[config.mk]
export PLATFORM = sky130hd
export DESIGN_NAME = homing_position_p_controller
export DESIGN_NICKNAME = d
export VERILOG_FILES = /design/src/hppc_pkg.sv /design/src/hppc_cfg_regs.sv /design/src/hppc_in_stage.sv /design/src/hppc_exec_stage.sv /design/src/homing_position_p_controller.sv
export SDC_FILE = /design/constraint.sdc
export NUM_CORES = 2
export LEC_CHECK = 0
export CORE_UTILIZATION = 50
export CTS_CLUSTER_DIAMETER = 50
export DETAILED_ROUTE_END_ITERATION = 6
export DONT_BUFFER_PORTS = 1
export PLACE_DENSITY = 0.68
export SYNTH_ARGS = -nofsm -noshare
export SYNTH_HDL_FRONTEND = slang
export SYNTH_SLANG_ARGS = --single-unit
[constraint.sdc]
create_clock -name clk -period 13.45 [get_ports clk]
set_clock_uncertainty 0.2 [all_clocks]
set_input_delay 0.6725 -clock clk [delete_from_list [all_inputs] [get_ports clk]]
set_output_delay 0.6725 -clock clk [all_outputs]
set_load 0.01 [all_outputs]
[src/hppc_pkg.sv]
package hppc_pkg;

  localparam int TACH_WIDTH = 24;

  // control-law datapath widths
  localparam int POS_W  = (TACH_WIDTH > 16) ? TACH_WIDTH : 16;
  localparam int DIFF_W = POS_W + 1;
  localparam int PROD_W = 16 + DIFF_W;

  localparam int CFG_IDX_W  = 3;
  localparam int CFG_DATA_W = 16;

  // setpoint mapping: (sp + 1000) * span, then / 2000 toward zero
  localparam int SPAN_W      = 17;
  localparam int OFFSET_W    = 11;
  localparam int SPAN_PROD_W = OFFSET_W + 1 + SPAN_W;
  localparam int SPAN_MAG_W  = SPAN_PROD_W - 1;
  localparam int DIV_PRESHIFT = 4;                     // 2000 = 16 * 125
  localparam int DIV_Y_W      = SPAN_MAG_W - DIV_PRESHIFT;
  localparam int DIV_RECIP_W  = 25;
  localparam int DIV_SHIFT    = 31;
  localparam int DIV_PROD_W   = DIV_Y_W + DIV_RECIP_W;
  localparam int DIV_Q_W      = DIV_PROD_W - DIV_SHIFT;
  localparam logic [DIV_RECIP_W-1:0] DIV_RECIP = 25'd17179870; // ceil(2^31 / 125)

  localparam logic signed [15:0] SP_MIN = -16'sd1000;
  localparam logic signed [15:0] SP_MAX = 16'sd1000;

  typedef enum logic [CFG_IDX_W-1:0] {
    REG_GAIN             = 3'd0,
    REG_MAX_DUTY         = 3'd1,
    REG_SEEK_DUTY        = 3'd2,
    REG_SWITCH_THRESHOLD = 3'd3,
    REG_CENTER_POSITION  = 3'd4,
    REG_LEFT_LIMIT       = 3'd5,
    REG_RIGHT_LIMIT      = 3'd6,
    REG_DEADBAND         = 3'd7
  } reg_idx_t;

  typedef enum logic {
    CMD_TICK       = 1'b0,
    CMD_SET_TARGET = 1'b1
  } cmd_t;

  localparam logic [15:0]        GAIN_RST        = 16'd213;
  localparam logic [14:0]        MAX_DUTY_RST    = 15'd14746;
  localparam logic signed [15:0] SEEK_DUTY_RST   = 16'sd1966;
  localparam logic [11:0]        THRESHOLD_RST   = 12'd3103;
  localparam logic signed [15:0] CENTER_RST      = 16'sd420;
  localparam logic signed [15:0] LEFT_RST        = -16'sd420;
  localparam logic signed [15:0] RIGHT_RST       = 16'sd420;
  localparam logic [15:0]        DEADBAND_RST    = 16'd0;

  typedef struct packed {
    logic [15:0]               gain;
    logic [14:0]               max_duty;
    logic signed [15:0]        seek_duty;
    logic [11:0]               switch_threshold;
    logic signed [15:0]        center_position;
    logic signed [15:0]        left_limit;
    logic signed [15:0]        right_limit;
    logic [15:0]               deadband;
    logic signed [SPAN_W-1:0]  span;
  } cfg_t;

  typedef struct packed {
    logic                          command;
    logic signed [SPAN_PROD_W-1:0] span_prod;
    logic signed [TACH_WIDTH-1:0]  tach;
    logic [11:0]                   switch_adc;
  } s1_t;

endpackage

[src/hppc_cfg_regs.sv]
module hppc_cfg_regs (
  input  logic                            clk,
  input  logic                            rst,
  input  logic                            cfg_we,
  input  logic [hppc_pkg::CFG_IDX_W-1:0]  cfg_index,
  input  logic [hppc_pkg::CFG_DATA_W-1:0] cfg_wdata,
  output hppc_pkg::cfg_t                  cfg
);
  import hppc_pkg::*;

  logic [15:0]        gain;
  logic [14:0]        max_duty;
  logic signed [15:0] seek_duty;
  logic [11:0]        switch_threshold;
  logic signed [15:0] center_position;
  logic signed [15:0] left_limit;
  logic signed [15:0] right_limit;
  logic [15:0]        deadband;

  always_ff @(posedge clk) begin
    if (rst) begin
      gain             <= GAIN_RST;
      max_duty         <= MAX_DUTY_RST;
      seek_duty        <= SEEK_DUTY_RST;
      switch_threshold <= THRESHOLD_RST;
      center_position  <= CENTER_RST;
      left_limit       <= LEFT_RST;
      right_limit      <= RIGHT_RST;
      deadband         <= DEADBAND_RST;
    end else if (cfg_we) begin
      case (reg_idx_t'(cfg_index))
        REG_GAIN:             gain             <= cfg_wdata;
        REG_MAX_DUTY:         max_duty         <= cfg_wdata[14:0];
        REG_SEEK_DUTY:        seek_duty        <= cfg_wdata;
        REG_SWITCH_THRESHOLD: switch_threshold <= cfg_wdata[11:0];
        REG_CENTER_POSITION:  center_position  <= cfg_wdata;
        REG_LEFT_LIMIT:       left_limit       <= cfg_wdata;
        REG_RIGHT_LIMIT:      right_limit      <= cfg_wdata;
        REG_DEADBAND:         deadband         <= cfg_wdata;
        default: ;
      endcase
    end
  end

  always_comb begin
    cfg.gain             = gain;
    cfg.max_duty         = max_duty;
    cfg.seek_duty        = seek_duty;
    cfg.switch_threshold = switch_threshold;
    cfg.center_position  = center_position;
    cfg.left_limit       = left_limit;
    cfg.right_limit      = right_limit;
    cfg.deadband         = deadband;
    cfg.span             = SPAN_W'(right_limit) - SPAN_W'(left_limit);
  end

endmodule

[src/hppc_in_stage.sv]
module hppc_in_stage (
  input  logic                                   clk,
  input  logic                                   rst,
  input  logic                                   in_valid,
  output logic                                   in_ready,
  input  logic                                   command,
  input  logic signed [15:0]                     setpoint,
  input  logic signed [hppc_pkg::TACH_WIDTH-1:0] tach_position,
  input  logic [11:0]                            switch_adc,
  input  logic signed [hppc_pkg::SPAN_W-1:0]     span,
  output logic                                   s1_valid,
  input  logic                                   s1_ready,
  output hppc_pkg::s1_t                          s1
);
  import hppc_pkg::*;

  logic signed [15:0]            sp_clamped;
  logic signed [15:0]            sp_offset;
  logic signed [OFFSET_W:0]      offset_s;
  logic signed [SPAN_PROD_W-1:0] span_prod;

  // clamp, shift into 0..2000 and scale by the limit span
  always_comb begin
    if (setpoint < SP_MIN) begin
      sp_clamped = SP_MIN;
    end else if (setpoint > SP_MAX) begin
      sp_clamped = SP_MAX;
    end else begin
      sp_clamped = setpoint;
    end
    sp_offset = sp_clamped - SP_MIN;
    offset_s  = {1'b0, sp_offset[OFFSET_W-1:0]};
    span_prod = offset_s * span;
  end

  assign in_ready = !s1_valid || s1_ready;

  always_ff @(posedge clk) begin
    if (rst) begin
      s1_valid <= 1'b0;
    end else if (in_ready) begin
      s1_valid <= in_valid;
    end
  end

  always_ff @(posedge clk) begin
    if (in_valid && in_ready) begin
      s1.command    <= command;
      s1.span_prod  <= span_prod;
      s1.tach       <= tach_position;
      s1.switch_adc <= switch_adc;
    end
  end

endmodule

[src/hppc_exec_stage.sv]
module hppc_exec_stage (
  input  logic               clk,
  input  logic               rst,
  input  logic               s1_valid,
  output logic               s1_ready,
  input  hppc_pkg::s1_t      s1,
  input  hppc_pkg::cfg_t     cfg,
  output logic               out_valid,
  input  logic               out_ready,
  output logic signed [15:0] duty,
  output logic               homed,
  output logic               load_tach,
  output logic signed [15:0] tach_load_value,
  output logic signed [15:0] target_now
);
  import hppc_pkg::*;

  // controller state
  logic               homed_flag;
  logic signed [15:0] target_position;
  logic signed [15:0] duty_hold;

  logic               homed_flag_next;
  logic signed [15:0] target_position_next;
  logic signed [15:0] duty_hold_next;
  logic               load_next;
  logic               fire;

  // setpoint division
  logic                          prod_neg;
  logic [SPAN_PROD_W-1:0]        prod_negated;
  logic [SPAN_MAG_W-1:0]         prod_mag;
  logic [DIV_Y_W-1:0]            div_y;
  logic [DIV_PROD_W-1:0]         div_prod;
  logic [DIV_Q_W-1:0]            div_q;
  logic signed [DIV_Q_W+1:0]     quot_s;
  logic signed [DIV_Q_W+1:0]     new_target;

  // control law
  logic signed [POS_W-1:0]  pos;
  logic signed [DIFF_W-1:0] diff;
  logic [DIFF_W-1:0]        diff_negated;
  logic [DIFF_W-1:0]        err_mag;
  logic                     in_band;
  logic [PROD_W-1:0]        raw_duty;
  logic [14:0]              sat_duty;
  logic signed [15:0]       law_duty;
  logic                     switch_hit;

  assign s1_ready = !out_valid || out_ready;
  assign fire     = s1_valid && s1_ready;

  // divide by 2000 toward zero: magnitude >> 4, then reciprocal of 125
  always_comb begin
    prod_neg     = s1.span_prod[SPAN_PROD_W-1];
    prod_negated = -s1.span_prod;
    prod_mag     = prod_neg ? prod_negated[SPAN_MAG_W-1:0]
                            : s1.span_prod[SPAN_MAG_W-1:0];
    div_y        = prod_mag[SPAN_MAG_W-1:DIV_PRESHIFT];
    div_prod     = DIV_PROD_W'(div_y) * DIV_PROD_W'(DIV_RECIP);
    div_q        = div_prod[DIV_PROD_W-1:DIV_SHIFT];
    quot_s       = prod_neg ? -$signed({2'b00, div_q}) : $signed({2'b00, div_q});
    new_target   = quot_s + (DIV_Q_W+2)'(cfg.left_limit);
  end

  // before homing the position is taken as the center it is about to load
  always_comb begin
    pos          = homed_flag ? POS_W'(s1.tach) : POS_W'(cfg.center_position);
    diff         = DIFF_W'(pos) - DIFF_W'(target_position);
    diff_negated = -diff;
    err_mag      = diff[DIFF_W-1] ? diff_negated : diff;
    in_band      = err_mag <= DIFF_W'(cfg.deadband);
    raw_duty     = PROD_W'(cfg.gain) * PROD_W'(err_mag);
    sat_duty     = (raw_duty > PROD_W'(cfg.max_duty)) ? cfg.max_duty : raw_duty[14:0];
    if (in_band) begin
      law_duty = '0;
    end else if (!diff[DIFF_W-1]) begin
      law_duty = -$signed({1'b0, sat_duty});
    end else begin
      law_duty = $signed({1'b0, sat_duty});
    end
  end

  assign switch_hit = s1.switch_adc >= cfg.switch_threshold;

  always_comb begin
    homed_flag_next      = homed_flag;
    target_position_next = target_position;
    duty_hold_next       = duty_hold;
    load_next            = 1'b0;
    if (s1.command == CMD_SET_TARGET) begin
      target_position_next = new_target[15:0];
    end else if (!homed_flag) begin
      if (switch_hit) begin
        homed_flag_next = 1'b1;
        load_next       = 1'b1;
        duty_hold_next  = law_duty;
      end else begin
        duty_hold_next  = cfg.seek_duty;
      end
    end else begin
      duty_hold_next = law_duty;
    end
  end

  always_ff @(posedge clk) begin
    if (rst) begin
      homed_flag      <= 1'b0;
      target_position <= '0;
      duty_hold       <= '0;
      out_valid       <= 1'b0;
    end else begin
      if (fire) begin
        homed_flag      <= homed_flag_next;
        target_position <= target_position_next;
        duty_hold       <= duty_hold_next;
      end
      if (s1_ready) begin
        out_valid <= s1_valid;
      end
    end
  end

  always_ff @(posedge clk) begin
    if (fire) begin
      duty            <= duty_hold_next;
      homed           <= homed_flag_next;
      load_tach       <= load_next;
      tach_load_value <= cfg.center_position;
      target_now      <= target_position_next;
    end
  end

endmodule

[src/homing_position_p_controller.sv]
// Input transfer to result valid passes an input register, then a result register.
// Throughput: one item per cycle while out_ready is high; one multiply per path sets it.
// Reset (rst, synchronous): not homed, target 0, held duty 0, both stages empty,
// configuration registers back to their defaults.
module homing_position_p_controller (
  input  logic                                   clk,
  input  logic                                   rst,
  input  logic                                   cfg_we,
  input  logic [hppc_pkg::CFG_IDX_W-1:0]         cfg_index,
  input  logic [hppc_pkg::CFG_DATA_W-1:0]        cfg_wdata,
  input  logic                                   in_valid,
  output logic                                   in_ready,
  input  logic                                   command,
  input  logic signed [15:0]                     setpoint,
  input  logic signed [hppc_pkg::TACH_WIDTH-1:0] tach_position,
  input  logic [11:0]                            switch_adc,
  output logic                                   out_valid,
  input  logic                                   out_ready,
  output logic signed [15:0]                     duty,
  output logic                                   homed,
  output logic                                   load_tach,
  output logic signed [15:0]                     tach_load_value,
  output logic signed [15:0]                     target_now
);
  import hppc_pkg::*;

  cfg_t cfg;
  s1_t  s1;
  logic s1_valid;
  logic s1_ready;

  hppc_cfg_regs u_cfg_regs (
    .clk       (clk),
    .rst       (rst),
    .cfg_we    (cfg_we),
    .cfg_index (cfg_index),
    .cfg_wdata (cfg_wdata),
    .cfg       (cfg)
  );

  hppc_in_stage u_in_stage (
    .clk           (clk),
    .rst           (rst),
    .in_valid      (in_valid),
    .in_ready      (in_ready),
    .command       (command),
    .setpoint      (setpoint),
    .tach_position (tach_position),
    .switch_adc    (switch_adc),
    .span          (cfg.span),
    .s1_valid      (s1_valid),
    .s1_ready      (s1_ready),
    .s1            (s1)
  );

  hppc_exec_stage u_exec_stage (
    .clk             (clk),
    .rst             (rst),
    .s1_valid        (s1_valid),
    .s1_ready        (s1_ready),
    .s1              (s1),
    .cfg             (cfg),
    .out_valid       (out_valid),
    .out_ready       (out_ready),
    .duty            (duty),
    .homed           (homed),
    .load_tach       (load_tach),
    .tach_load_value (tach_load_value),
    .target_now      (target_now)
  );

endmodule

==> results.cfg <==
[global_routing]
grt_max_degree = 74
gr-total-overflow = 0
antenna_found_initial = 13
grt_pass1_wl_mm = 191.9
gr-usage-all-layers_pct = 27.28
grt_pass1_vias = 34824

[timing]
fmax_mhz = 77.82
finalCritPeriodShare_pct = 95.54
finalSetupViolCount = 0
finalMaxSlewViolations = 0
hold_viol = 0
rsz0062_at_grt = yes
slew_headroom_pct = 14.68
tightest_slew_ns = 1.275
min_period_ns = 12.85

[placed_design]
place.gp.congestion = 0.9197
numPortBuffers = 0
dpl.cell_count = 6107
dp_hpwl_mm = 94.68

[cts]
cts_tree = done
root_buffer = clkbuf_16
clock_sinks = 274
htreeDepth = 2
clock_path_buffers = 3
path_clk_slew_ns = 0.06
numCtsBuffers = 36
clk_latency_ns = 0.57

[route]
antenna_left = 0
drtPass1Iterations = 6
via_count = 34351
drtIter0Drc = 2546
drc = 0
routed_wl_mm = 119.7
wl_per_cell_um = 19.28
viasPerCell = 5.532

[final_layout]
nets = 6294
mostFrequentLayoutCells = 999 x inv_1, 668 x fa_1, 665 x nand2_1
stdcell_count = 6209
area_delta_synth_final_pct = 7.685
diodes = 0
final_common_cell = inv_1
drive_above_1_share_pct = 5.452

[setup_path]
path_class = reg -> reg
cp-start-kind = flop
worstPathRequired_ns = 13.53
path_common_cell = fa_1
cp_slowest_cell = o31ai_1
arrival_ns = 12.93
cp_max_fo = 11
max_stage_delay_ns = 0.58
cp-end-kind = flop

[synthesis]
synth.cell_area_mm2 = 0.04450
syn_nets = 6291
yosysUniqueCellTypes = 87
ys_ff_latch = 274
ys_async_sr_fraction_pct = 0
syn_area_per_cell_um2 = 8.876
synth-main-ff-cell = dfxtp_1
synth-edff-count = 116
yosysWarnings = 0
synthCells = 5013
yosysSeqAreaShare_pct = 14.94

[die]
placementRows = 109
core_area_mm2 = 0.08824
dieArea_mm2 = 0.09019
die_y_um = 300.3
start_util_pct = 50.43
die_w_um = 300.3
boundaryPins = 129

[status]
status = finished, final reports clean

[min_path]
min_path_type = in -> reg

[job]
drv_cap = 0
-- cell type report --
type	instances	area [µm²]
fill	7878	40320
multi-input combinational	3563	33660
sequential	274	6648
inverter	1001	3757
tap	1165	1458
timing repair buffer	140	1170
clock buffer	53	1046
clock inverter	13	172.7
-- layer usage --
metal	vias to the layer above	part of all wire, %	GRT usage, %
li1	15934	-	-
met1	16931	46	40.05
met2	1285	43	41.38
met3	187	8.7	5.087
met4	14	2.5	6.633
met5	-	0.075	0
-- synth_stat cells, drive strengths merged, types with 6 or more instances --
master	number	area (µm²)
a211oi	31	232.7
fa	668	13370
edfxtp	116	3483
xnor2	136	1199
mux2	19	214.0
o21ai	113	565.5
nor3b	6	45.04
a2bb2oi	9	91.34
and3	24	150.1
nor3	45	225.2
buf	12	55.05
a21o	71	533.0
o211ai	12	100.1
a211o	24	210.2
a2111oi	9	78.83
nand4	23	143.9
and2	175	1095
o21bai	16	120.1
o22ai	6	37.54
a21boi	11	82.57
xor2	52	463.0
dfxtp	158	3163
nor2b	46	287.8
o31ai	22	178.9
nor2	284	1066
nand2b	26	162.7
or4	8	67.56
nor4	16	127.6
or3	21	141.4
or2	17	106.4
a21oi	221	1110
o41ai	10	102.6
a31oi	7	43.79
o2111ai	8	70.07
clkbuf	163	624.3
nand3b	34	259.0
o21a	35	262.8
ha	533	6669
nand2	666	2502
mux2i	43	430.4
a311oi	10	87.58
inv	1000	3754
nand3	48	240.2
-- metrics by stage --
stage,setup TNS (ns),hold WS (ns),instance area (µm²),utilization (%),worst slack (ns)
after floorplan,0,0.2261,44500,-,0.2008
after global placement,-0.1671,0.2380,46130,52.28,-0.1021
after detailed placement,-0.4696,0.2430,46130,52.28,-0.2635
after CTS,0,0.001739,47630,53.98,0.001988
after global routing,-0.1350,0.001880,47920,54.30,-0.07453
final,0,0.02011,47920,54.30,0.5996
-- path summary, 6_finish.rpt --
path | from | to | slack (ns) | depth (start not counted)
min reg2reg | u_cfg_regs.switch_threshold[7] | u_cfg_regs.switch_threshold[7] | 0.25 | 2
min | tach_position[16] | u_in_stage.s1[28] | 0.02 | 0
max reg2reg | u_exec_stage.homed_flag | u_exec_stage.duty[14] | 0.60 | 50
max | u_exec_stage.homed_flag | u_exec_stage.duty[14] | 0.60 | 50
-- cells by family after synthesis --
| kind of cell | synth area share, % |
|---|---|
| AOI/OAI and AO/OA | 9.740 |
| xor gates and xnor gates | 3.734 |
| adders and majority gates | 45.04 |
| buffers and inverters | 9.971 |
| DFF | 14.94 |
| muxes | 1.448 |
| and+or+nand+nor | 15.13 |
-- registers in the layout, indices dropped and copies added, names as in the netlist, 12 cells and up --
| signal | count |
|---|---|
| u_cfg_regs.gain | 16 |
| u_cfg_regs.left_limit | 16 |
| u_exec_stage.duty | 16 |
| u_cfg_regs.right_limit | 16 |
| u_cfg_regs.seek_duty | 16 |
| u_in_stage.s1 | 66 |
| u_exec_stage.tach_load_value | 16 |
| u_exec_stage.target_now | 16 |
| u_cfg_regs.max_duty | 15 |
| u_cfg_regs.switch_threshold | 12 |
| u_cfg_regs.center_position | 16 |
| u_exec_stage.target_position | 16 |
| u_exec_stage.duty_hold | 16 |
| u_cfg_regs.deadband | 16 |
-- what timing repair did --
| action | 4_1_cts | 5_1_grt |
|---|---|---|
| resized for setup | 3 | 37 |
| setup buffers | 0 | 11 |
| endpoints found under the hold margin | 81 | 1 |
| hold buffers | 24 | 1 |
| setup endpoints to repair | 2 | 22 |
| gates cloned | 0 | 0 |
| pin swaps | 0 | 7 |
-- critical path: cells and delay by family (launching register included) --
kind,cells,cell delay (ns)
adders and majority gates,9,4.14
muxes,3,0.64
DFF,1,0.46
buffers and inverters,10,1.22
and+or+nand+nor,8,1.40
xor gates and xnor gates,3,0.52
AOI/OAI and AO/OA,17,3.97
Power is left out: the tool's default activity adds up to more than one toggle a clock period on the data nets, which glitch-free logic cannot reach.
